$ cat src/hw/rtl/wfbp_pkg.sv
// Shared types, sizes and codes for the worst-fit bin packer.
package wfbp_pkg;

    localparam int MAX_BINS    = 64;
    localparam int IDX_W       = $clog2(MAX_BINS);
    localparam int CNT_W       = $clog2(MAX_BINS + 1);
    localparam int ROOM_W      = 17;
    localparam int BIN_INDEX_W = 6;
    localparam int BINS_USED_W = 7;
    localparam int STATUS_W    = 2;

    localparam logic [STATUS_W-1:0] STATUS_PLACED    = 2'd0;
    localparam logic [STATUS_W-1:0] STATUS_TOO_HEAVY = 2'd1;
    localparam logic [STATUS_W-1:0] STATUS_FULL      = 2'd2;

    typedef enum logic [2:0]
    {
        ST_IDLE,
        ST_SCAN,
        ST_DRAIN,
        ST_DECIDE,
        ST_OUT
    } state_t;

    // control from the sequencer to the max-room unit
    typedef struct packed
    {
        logic             clear;
        logic             valid;
        logic [IDX_W-1:0] idx;
    } scan_ctl_t;

    // running best bin held by the max-room unit
    typedef struct packed
    {
        logic              found;
        logic [IDX_W-1:0]  idx;
        logic [ROOM_W-1:0] room;
    } scan_best_t;

endpackage

$ cat src/hw/rtl/wfbp_room_mem.sv
// Room-left memory: one write port, one registered read port.
module wfbp_room_mem
    import wfbp_pkg::*;
(
    input  logic              clk,
    input  logic              we,
    input  logic [IDX_W-1:0]  waddr,
    input  logic [ROOM_W-1:0] wdata,
    input  logic [IDX_W-1:0]  raddr,
    output logic [ROOM_W-1:0] rdata
);

    logic [ROOM_W-1:0] mem [MAX_BINS];
    logic [ROOM_W-1:0] rdata_reg;

    always_ff @(posedge clk)
    begin
        if (we)
        begin
            mem[waddr] <= wdata;
        end
    end

    always_ff @(posedge clk)
    begin
        rdata_reg <= mem[raddr];
    end

    assign rdata = rdata_reg;

endmodule

$ cat src/hw/rtl/wfbp_max_unit.sv
// Shared compare unit: keeps the bin with the most room seen so far.
module wfbp_max_unit
    import wfbp_pkg::*;
(
    input  logic              clk,
    input  logic              rst_n,
    input  scan_ctl_t         ctl,
    input  logic [ROOM_W-1:0] room,
    output scan_best_t        best
);

    logic              found_reg, found_next;
    logic [IDX_W-1:0]  idx_reg, idx_next;
    logic [ROOM_W-1:0] room_reg, room_next;
    logic              take;

    // strict greater keeps the lowest index on a tie
    assign take = ctl.valid && (!found_reg || (room > room_reg));

    always_comb
    begin
        found_next = found_reg;
        idx_next   = idx_reg;
        room_next  = room_reg;
        if (ctl.clear)
        begin
            found_next = 1'b0;
        end
        else if (take)
        begin
            found_next = 1'b1;
            idx_next   = ctl.idx;
            room_next  = room;
        end
    end

    always_ff @(posedge clk or negedge rst_n)
    begin
        if (!rst_n)
        begin
            found_reg <= 1'b0;
        end
        else
        begin
            found_reg <= found_next;
        end
    end

    always_ff @(posedge clk)
    begin
        idx_reg  <= idx_next;
        room_reg <= room_next;
    end

    assign best.found = found_reg;
    assign best.idx   = idx_reg;
    assign best.room  = room_reg;

endmodule

$ cat src/hw/rtl/worst_fit_bin_packer.sv
// Worst-fit bin packer top level: sequencer, bin count and result register.
// Each request carries one weight; the block scans every open bin through the single read
// port of the room memory, one bin per cycle, to find the bin with the most room, then
// writes back the updated room. After the last bin it passes through the drain, decide
// and output states before the next accept; with no bin open it skips the scan and drain,
// and an overweight item goes from accept straight to the output state. The result turns
// valid in the cycle in which the next item can be accepted. s_tready is low while an item
// is being worked; one finished result may wait in the output register while the next item
// is accepted. bin_capacity is written on the cfg channel, which is always ready.
module worst_fit_bin_packer
    import wfbp_pkg::*;
(
    input  logic        clk,
    input  logic        rst_n,
    input  logic        cfg_valid,
    output logic        cfg_ready,
    input  logic [16:0] cfg_data,      // bin_capacity
    input  logic        s_tvalid,
    output logic        s_tready,
    input  logic [23:0] s_tdata,       // [16:0] item_weight, [23:17] zero
    input  logic [0:0]  s_tuser,       // [0] start_new
    output logic        m_tvalid,
    input  logic        m_tready,
    output logic [15:0] m_tdata        // [5:0] bin_index, [6] opened_bin,
                                       // [13:7] bins_used, [15:14] status
);

    state_t            state_reg, state_next;
    logic [CNT_W-1:0]  open_count_reg, open_count_next;
    logic [IDX_W-1:0]  scan_idx_reg, scan_idx_next;
    logic              pend_valid_reg, pend_valid_next;
    logic [IDX_W-1:0]  pend_idx_reg, pend_idx_next;
    logic [ROOM_W-1:0] weight_reg, weight_next;
    logic [ROOM_W-1:0] cap_reg;
    logic [IDX_W-1:0]  res_idx_reg, res_idx_next;
    logic              res_opened_reg, res_opened_next;
    logic [STATUS_W-1:0] res_status_reg, res_status_next;
    logic              m_tvalid_reg, m_tvalid_next;
    logic [15:0]       m_tdata_reg, m_tdata_next;

    logic              accept;
    logic [ROOM_W-1:0] in_weight;
    logic [CNT_W-1:0]  count_now;
    logic              too_heavy;
    logic              last_scan;
    logic              fit;
    logic              has_space;
    logic              out_free;

    logic              mem_we;
    logic [IDX_W-1:0]  mem_waddr;
    logic [ROOM_W-1:0] mem_wdata;
    logic [ROOM_W-1:0] mem_rdata;
    scan_ctl_t         ctl;
    scan_best_t        best;

    assign in_weight = s_tdata[ROOM_W-1:0];
    assign accept    = s_tvalid && s_tready;
    assign count_now = s_tuser[0] ? '0 : open_count_reg;
    assign too_heavy = in_weight > cap_reg;
    assign last_scan = (CNT_W'(scan_idx_reg) + CNT_W'(1)) == open_count_reg;
    assign fit       = best.found && (best.room >= weight_reg);
    assign has_space = open_count_reg < CNT_W'(MAX_BINS);
    assign out_free  = !m_tvalid_reg || m_tready;

    // next state
    always_comb
    begin
        state_next = state_reg;
        case (state_reg)
            ST_IDLE:
            begin
                if (accept)
                begin
                    if (too_heavy)
                    begin
                        state_next = ST_OUT;
                    end
                    else if (count_now == '0)
                    begin
                        state_next = ST_DECIDE;
                    end
                    else
                    begin
                        state_next = ST_SCAN;
                    end
                end
            end
            ST_SCAN:
            begin
                if (last_scan)
                begin
                    state_next = ST_DRAIN;
                end
            end
            ST_DRAIN:  state_next = ST_DECIDE;
            ST_DECIDE: state_next = ST_OUT;
            ST_OUT:
            begin
                if (out_free)
                begin
                    state_next = ST_IDLE;
                end
            end
            default:   state_next = ST_IDLE;
        endcase
    end

    // datapath and outputs
    always_comb
    begin
        open_count_next = open_count_reg;
        scan_idx_next   = scan_idx_reg;
        pend_valid_next = 1'b0;
        pend_idx_next   = scan_idx_reg;
        weight_next     = weight_reg;
        res_idx_next    = res_idx_reg;
        res_opened_next = res_opened_reg;
        res_status_next = res_status_reg;
        m_tvalid_next   = m_tvalid_reg && !m_tready;
        m_tdata_next    = m_tdata_reg;
        mem_we          = 1'b0;
        mem_waddr       = best.idx;
        mem_wdata       = best.room - weight_reg;
        ctl.clear       = 1'b0;
        ctl.valid       = pend_valid_reg;
        ctl.idx         = pend_idx_reg;
        s_tready        = 1'b0;

        case (state_reg)
            ST_IDLE:
            begin
                s_tready = 1'b1;
                if (accept)
                begin
                    open_count_next = count_now;
                    weight_next     = in_weight;
                    scan_idx_next   = '0;
                    ctl.clear       = 1'b1;
                    res_idx_next    = '0;
                    res_opened_next = 1'b0;
                    res_status_next = STATUS_TOO_HEAVY;
                end
            end
            ST_SCAN:
            begin
                pend_valid_next = 1'b1;
                scan_idx_next   = scan_idx_reg + IDX_W'(1);
            end
            ST_DECIDE:
            begin
                if (fit)
                begin
                    mem_we          = 1'b1;
                    res_idx_next    = best.idx;
                    res_opened_next = 1'b0;
                    res_status_next = STATUS_PLACED;
                end
                else if (has_space)
                begin
                    mem_we          = 1'b1;
                    mem_waddr       = open_count_reg[IDX_W-1:0];
                    mem_wdata       = cap_reg - weight_reg;
                    open_count_next = open_count_reg + CNT_W'(1);
                    res_idx_next    = open_count_reg[IDX_W-1:0];
                    res_opened_next = 1'b1;
                    res_status_next = STATUS_PLACED;
                end
                else
                begin
                    res_idx_next    = '0;
                    res_opened_next = 1'b0;
                    res_status_next = STATUS_FULL;
                end
            end
            ST_OUT:
            begin
                if (out_free)
                begin
                    m_tvalid_next = 1'b1;
                    m_tdata_next  = {res_status_reg,
                                     BINS_USED_W'(open_count_reg),
                                     res_opened_reg,
                                     BIN_INDEX_W'(res_idx_reg)};
                end
            end
            default:
            begin
            end
        endcase
    end

    always_ff @(posedge clk or negedge rst_n)
    begin
        if (!rst_n)
        begin
            state_reg      <= ST_IDLE;
            open_count_reg <= '0;
            pend_valid_reg <= 1'b0;
            m_tvalid_reg   <= 1'b0;
            cap_reg        <= 17'h10000;
        end
        else
        begin
            state_reg      <= state_next;
            open_count_reg <= open_count_next;
            pend_valid_reg <= pend_valid_next;
            m_tvalid_reg   <= m_tvalid_next;
            if (cfg_valid && cfg_ready)
            begin
                cap_reg <= cfg_data;
            end
        end
    end

    always_ff @(posedge clk)
    begin
        scan_idx_reg   <= scan_idx_next;
        pend_idx_reg   <= pend_idx_next;
        weight_reg     <= weight_next;
        res_idx_reg    <= res_idx_next;
        res_opened_reg <= res_opened_next;
        res_status_reg <= res_status_next;
        m_tdata_reg    <= m_tdata_next;
    end

    assign cfg_ready = 1'b1;
    assign m_tvalid  = m_tvalid_reg;
    assign m_tdata   = m_tdata_reg;

    wfbp_room_mem u_mem
    (
        .clk   (clk),
        .we    (mem_we),
        .waddr (mem_waddr),
        .wdata (mem_wdata),
        .raddr (scan_idx_reg),
        .rdata (mem_rdata)
    );

    wfbp_max_unit u_max
    (
        .clk   (clk),
        .rst_n (rst_n),
        .ctl   (ctl),
        .room  (mem_rdata),
        .best  (best)
    );

    a_count_bound: assert property (@(posedge clk) disable iff (!rst_n)
        open_count_reg <= CNT_W'(MAX_BINS))
        else $error("open bin count above table size");

    a_best_in_range: assert property (@(posedge clk) disable iff (!rst_n)
        (state_reg == ST_DECIDE) && best.found |-> CNT_W'(best.idx) < open_count_reg)
        else $error("best bin beyond open bins");

    a_new_bin_last: assert property (@(posedge clk) disable iff (!rst_n)
        m_tvalid && m_tdata[6] |->
        (m_tdata[13:7] == BINS_USED_W'(m_tdata[5:0]) + BINS_USED_W'(1)))
        else $error("opened bin is not the last bin");

    a_refused_clean: assert property (@(posedge clk) disable iff (!rst_n)
        m_tvalid && (m_tdata[15:14] != STATUS_PLACED) |-> !m_tdata[6] && m_tdata[5:0] == '0)
        else $error("refused item reports a bin");

endmodule
$ cat config.mk
export PLATFORM = sky130hd
export DESIGN_NAME = worst_fit_bin_packer
export DESIGN_NICKNAME = d
export VERILOG_FILES = /design/src/hw/rtl/wfbp_pkg.sv /design/src/hw/rtl/wfbp_room_mem.sv /design/src/hw/rtl/wfbp_max_unit.sv /design/src/hw/rtl/worst_fit_bin_packer.sv
export SDC_FILE = /design/constraint.sdc
export NUM_CORES = 1
export LEC_CHECK = 0
export BUFFER_PORTS_ARGS = -buffer_cell sky130_fd_sc_hd__buf_2
export CORE_ASPECT_RATIO = 0.7
export CORE_MARGIN = 3
export CORE_UTILIZATION = 35
export DETAILED_ROUTE_END_ITERATION = 8
export PLACE_DENSITY = 0.53
export SYNTH_ARGS = -nofsm -noshare
export SYNTH_HDL_FRONTEND = slang
export SYNTH_SLANG_ARGS = --single-unit
$ cat constraint.sdc
create_clock -name clk -period 6.4 [get_ports clk]
set_input_delay 0.64 -clock clk [delete_from_list [all_inputs] [get_ports clk]]
set_output_delay 0.64 -clock clk [all_outputs]
set_load 0.005 [all_outputs]
==> impl_metrics.ini, run 1 <==
[status]
status = complete, no violations

[worst_setup_path]
critPathLaunchType = flip-flop
max_stage_delay_ns = 0.99
crit_slowest_cell = nor2_2
cp-end-kind = flip-flop
r2r_start = u_max.room_reg[12]
setup.worst_path.class = reg -> reg
cp.required_ns = 6.72
crit_chain = ha_1, a21o_1, a221oi_1, o21ai_1, a31o_2, o21a_4, clkinv_2, buf_4, o2bb2ai_2, nand2_2, nor2_2
crit_fanout = 42
cp.arrival_ns = 5.20
setup.worst_path.start = u_max.room_reg[12]

[logic_synthesis]
synth.distinct_cells = 76
syn-mean-instance-area_um2 = 17.5
synth_edf_count = 1159
syn_area_mm2 = 0.0492
yosysWarnings = 0
syn_nets = 2932
async_flop_share_pct = 2.48
seq_area_frac_synth_pct = 73.1
ys.flop_type = edfxtp_1
ys_seq_elements = 1212
syn-instance-count = 2814

[cts]
htree_num_levels = 3
cts_tree = built
clkSinkCount = 1212
cts_buffers = 112
post_cts_buffers = 0
cts_resized = 0
insertion_delay_ns = 0.73
root_buffer = clkbuf_16
cts.clk_slew.worst_paths_ns = 0.06
clk_path_buf_depth = 3

[global_routing]
antenna_found_initial = 5
grt_max_degree = 119
grt_pass1_wl_um = 186000
gr-total-overflow = 0
grt_pass1_vias = 25895
track_usage_pct = 17.5

[final_layout]
drive_above_1_share_pct = 20.2
final_cells = 4913
fin_area_mm2 = 0.0561
n_fill_cell = 12445
top_register = u_mem.mem
fin_util_pct = 40.4
syn_to_final_growth_pct = 13.9
largest_register_ffs = 1088
fin_nets = 3076

[min_path]
hp-class = in -> reg
hp-start = s_tdata[14]

[power_and_ir_drop]
p_per_area_mw_per_mm2 = 547
total_power_mw = 30.7
power_leakage_nw = 18.5
peakVddDrop_v = 0.000543

[route]
vias = 26339
dr.pass1.iters = 5
vias_per_cell = 5.36
drc = 0
antenna_left = 0
finalWirelength_um = 128000
wl_per_cell_um = 26.1
drtIter0Drc = 2991

[floorplan]
fp-row-count = 114
start_util_pct = 35.4
fp.dieW_um = 454
die_area_mm2 = 0.145
io_pins = 66
core_area_mm2 = 0.139
die_h_um = 320

[placed_design]
dp.cells = 4699
pre_cts_slack_ns = 1.54
placement.cell_area_mm2 = 0.0524
dpl.hpwl_um = 80200
routabilityCongestion = 0.861
port_buffers = 57

[sta]
setup_viol = 0
hold_viol = 0
maxSlewHeadroom_pct = 12.1
rsz0062_at_grt = no
timing.setup.tns_ns = 0
hold_ws_ns = 0.127
max_slew.worst_pin.slew_ns = 1.32
final.setup_skew_ns = 0.0319
slew_viol_final = 0
post-route-min-period_ns = 4.88
fmax_mhz = 205
finalWorstSetupSlack_ns = 1.52
fin_crit_sh_pct = 76.2

[flow_run]
drv_cap = 0
## final timing paths
kind                                          to  slack (ns)  cells after the start
worst max-delay path            u_mem.mem[19][3]        1.52                     11
worst min-delay path              weight_reg[14]        0.13                      1
worst max register to register  u_mem.mem[19][3]        1.52                     11
worst min register to register  u_max.idx_reg[1]        0.41                      0
max in group asynchronous        u_max.found_reg        5.36                      2
min in group asynchronous             cap_reg[8]        0.54                      2
## cells in the mapped netlist, types with 11 or more instances
cell / instances / area share [%]
dfrtp_1: 29 / 1.5
or3_1: 11 / 0.14
nand4_1: 13 / 0.17
mux2_2: 70 / 1.6
edfxtp_1: 1159 / 71
nand3_1: 20 / 0.20
nand2_1: 136 / 1.0
o221ai_1: 68 / 1.2
inv_1: 66 / 0.50
clkbuf_1: 77 / 0.59
o21ai_0: 114 / 1.2
a21o_1: 18 / 0.27
a21oi_1: 167 / 1.7
xnor2_1: 20 / 0.36
nor3_1: 14 / 0.14
nor2_1: 115 / 0.88
mux4_2: 153 / 7.0
o22ai_1: 68 / 0.86
ha_1: 69 / 1.8
xor2_1: 18 / 0.32
buf_2: 44 / 0.45
mux2i_1: 214 / 4.3
dfxtp_1: 23 / 0.93
## final cells by class
cell class | count | area, um2 | area share [%]
antenna | 1 | 2.50 | 0.00446
clock buffer | 144 | 3010 | 5.36
clock inverter | 68 | 718 | 1.28
inverter | 68 | 256 | 0.457
multi-input combinational | 1397 | 12600 | 22.5
sequential | 1212 | 36000 | 64.2
tap | 1856 | 2320 | 4.14
timing repair buffer | 167 | 1160 | 2.07
## logic make-up (layout without fill, tap and decap cells)
family / Yosys count / after routing / share of synthesized area [%]
multiplexers: 438 / 438 / 13.0
buffers and inverters: 205 / 447 / 1.76
AND/OR/NAND/NOR: 357 / 357 / 3.26
adder cells (fa/ha/maj): 71 / 71 / 1.83
XOR/XNOR: 38 / 38 / 0.676
flip-flops: 1212 / 1212 / 73.1
AO/OA/AOI/OAI: 492 / 492 / 6.35
other: 1 / 2 / 0.00761
## cells in the final DEF (no fill, tap or decap), drive strengths merged, types with 5 or more instances in the layout
cell type and n:
clkbuf 144, dfrtp 29, a21oi 168, o21a 7
ha 69, mux2 71, bufinv 12, mux2i 214
dfxtp 23, nor2 116, nand4 13, o31ai 5
xnor2 20, clkinvlp 5, xor2 18, nor3 14
buf 166, o22ai 69, o221ai 68, mux4 153
or3 12, and3 6, edfxtp 1159, nand2b 9
inv 73, nand3 20, nor2b 9, clkinv 46
nand2 142, a31oi 10, a21o 18, o21ai 115
## timing repair
| item | CTS | global route |
|---|---|---|
| hold buffers | 1 | 0 |
| endpoints found under the hold margin | 29 | 0 |
| endpoints found under the setup margin | 0 | 0 |
## layer usage
metal,share of wire (%),GRT usage [%],wire length [um]
met4,2.1,3.93,2660
met1,48,27.5,61500
met5,0,0,0
met3,7.8,3.89,10000
met2,42,24.7,54000
## power breakdown
part | switching [mW] | internal [mW]
Sequential | 0.331 | 12.0
Combinational | 8.35 | 3.16
Clock | 2.96 | 3.82
## critical path: cells and delay by family (launching register included)
kind,cells,cell delay (ns)
AND/OR/NAND/NOR,2,1.31
buffers and inverters,2,0.62
flip-flops,1,0.42
AO/OA/AOI/OAI,6,1.68
adder cells (fa/ha/maj),1,0.40
Power figures use the tool's default switching activity.
==> run 2: changes to the inputs <==
- PLACE_DENSITY: 0.53 -> 0.55
- clock period: 6.4 -> 4.44 ns (I/O delays scaled with it)
==> impl_metrics.ini, run 2 (synthesis gave the netlist of run 1 again) <==
[status]
status = complete, no violations

[route]
vias_per_cell = 5.34
wl_per_cell_um = 26.0
vias = 26528
antenna_left = 0
finalWirelength_um = 129000
dr.pass1.iters = 5
drc = 0
drtIter0Drc = 3174

[placed_design]
port_buffers = 57
dpl.hpwl_um = 80700
placement.cell_area_mm2 = 0.0530
dp.cells = 4731
routabilityCongestion = 0.848

[cts]
clk_path_buf_depth = 3
cts_resized = 0
insertion_delay_ns = 0.73
cts_buffers = 109
cts.clk_slew.worst_paths_ns = 0.07
cts_tree = built
root_buffer = clkbuf_16
htree_num_levels = 3
clkSinkCount = 1212

[flow_run]
drv_cap = 0

[final_layout]
n_fill_cell = 12393
largest_register_ffs = 1088
final_common_cell = edfxtp_1
top_register = u_mem.mem
final_cell_mix = 1159 x edfxtp_1, 209 x mux2i_1, 159 x a21oi_1
final_cells = 4971
syn_to_final_growth_pct = 15.2
fin_area_mm2 = 0.0567
drive_above_1_share_pct = 21.6
fin_nets = 3139

[sta]
max_slew.worst_pin.slew_ns = 1.23
post-route-min-period_ns = 4.06
hold_viol = 0
fmax_mhz = 247
rsz0062_at_grt = no
final.setup_skew_ns = 0.0332
setup_viol = 0
fin_crit_sh_pct = 91.4
slew_viol_final = 0
maxSlewHeadroom_pct = 17.6

[power_and_ir_drop]
p_int_mw = 27.3
swShare_pct = 37.9
power_leakage_nw = 18.7
seqPwrFrac_pct = 40.3
p_per_area_mw_per_mm2 = 776
combPwrFrac_pct = 39.1
pwr-share-clk_pct = 20.7
switchingPower_mw = 16.7
total_power_mw = 44.1
peakVddDrop_v = 0.000893

[worst_setup_path]
reg2reg_slack_ns = 0.38
crit_chain = inv_1, ha_1, nor2b_1, o21ai_0, o2111ai_1, a31o_2, o21a_4, clkinv_2, buf_4, o21ai_4, buf_12
cp.arrival_ns = 4.56
cp.required_ns = 4.94
crit_slowest_cell = o21ai_4
crit_fanout = 45
cp-end-kind = flip-flop
max_stage_delay_ns = 0.73
setup.worst_path.class = reg -> reg
critPathLaunchType = flip-flop

[global_routing]
grt_pass1_wl_um = 185000
antenna_found_initial = 7
grt_max_degree = 78
track_usage_pct = 17.6
gr-total-overflow = 0
grt_pass1_vias = 25236

[floorplan]
die_h_um = 320
fp.dieW_um = 454
core_area_mm2 = 0.139
start_util_pct = 35.4
io_pins = 66
fp-row-count = 114
die_area_mm2 = 0.145

[min_path]
hp-class = in -> reg
## run 2: power groups by stage
| stage | clock, mW | sequential [mW] | combinational [mW] |
|---|---|---|---|
| 2_1_floorplan | 0 | 18.0 | 9.14 |
| 3_3_place_gp | 0 | 17.9 | 17.0 |
| 3_5_place_dp | 0 | 18.0 | 17.2 |
| 4_1_cts | 9.31 | 17.7 | 17.3 |
| 5_1_grt | 9.81 | 17.8 | 18.5 |
| 6_report | 9.10 | 17.7 | 17.2 |
## run 2: layout make-up
class,count,area [um2],area share (%)
clock buffer,135,2880,5.07
multi-input combinational,1397,12700,22.4
tap,1856,2320,4.09
antenna,3,7.51,0.0132
timing repair buffer,233,2020,3.56
inverter,68,256,0.452
sequential,1212,36000,63.5
clock inverter,67,514,0.906
## run 2: stage by stage
step | setup TNS, ns | util (%) | hold slack, ns | setup slack [ns]
CTS | 0 | 40.8 | 0.0232 | 0.425
global placement | 0 | 38.1 | 0.386 | 0.521
detailed placement | 0 | 38.1 | 0.389 | 0.455
global route | 0 | 40.8 | 0.0589 | 0.166
finish | 0 | 40.8 | 0.0722 | 0.383
floorplan | -146.72 | - | 0.148 | -0.899
## run 2: final timing paths
check                                startpoint           endpoint  depth (start not counted)
worst min-delay path                   m_tready           m_tvalid                          3
min in group asynchronous                 rst_n         cap_reg[7]                          2
worst max register to register    weight_reg[1]   u_mem.mem[20][8]                         11
max in group asynchronous                 rst_n  open_count_reg[4]                          2
worst min register to register  pend_idx_reg[0]   u_max.idx_reg[0]                          0
worst max-delay path              weight_reg[1]   u_mem.mem[20][8]                         11
## run 2: layer usage
| metal | track usage [%] | vias to the layer above | part of all wire (%) |
|---|---|---|---|
| met5 | 0 | - | 0.010 |
| met4 | 4.45 | 2 | 2.4 |
| met3 | 4.57 | 172 | 8.4 |
| met2 | 23.2 | 922 | 40 |
| met1 | 28.4 | 13731 | 49 |
| li1 | - | 11701 | - |
## run 2: worst max-delay path, delay by kind of cell (launching register included)
kind / cells / cell delay (ns)
compound gates: 5 / 1.84
buf+inv: 4 / 0.99
flops: 1 / 0.43
fa+ha+maj: 1 / 0.29
simple gates: 1 / 0.17
## run 2: repair_timing
| item | 4_1_cts | 5_1_grt |
|---|---|---|
| hold endpoints to repair | 63 | 0 |
| hold buffers | 35 | 0 |
| setup buffers | 0 | 0 |
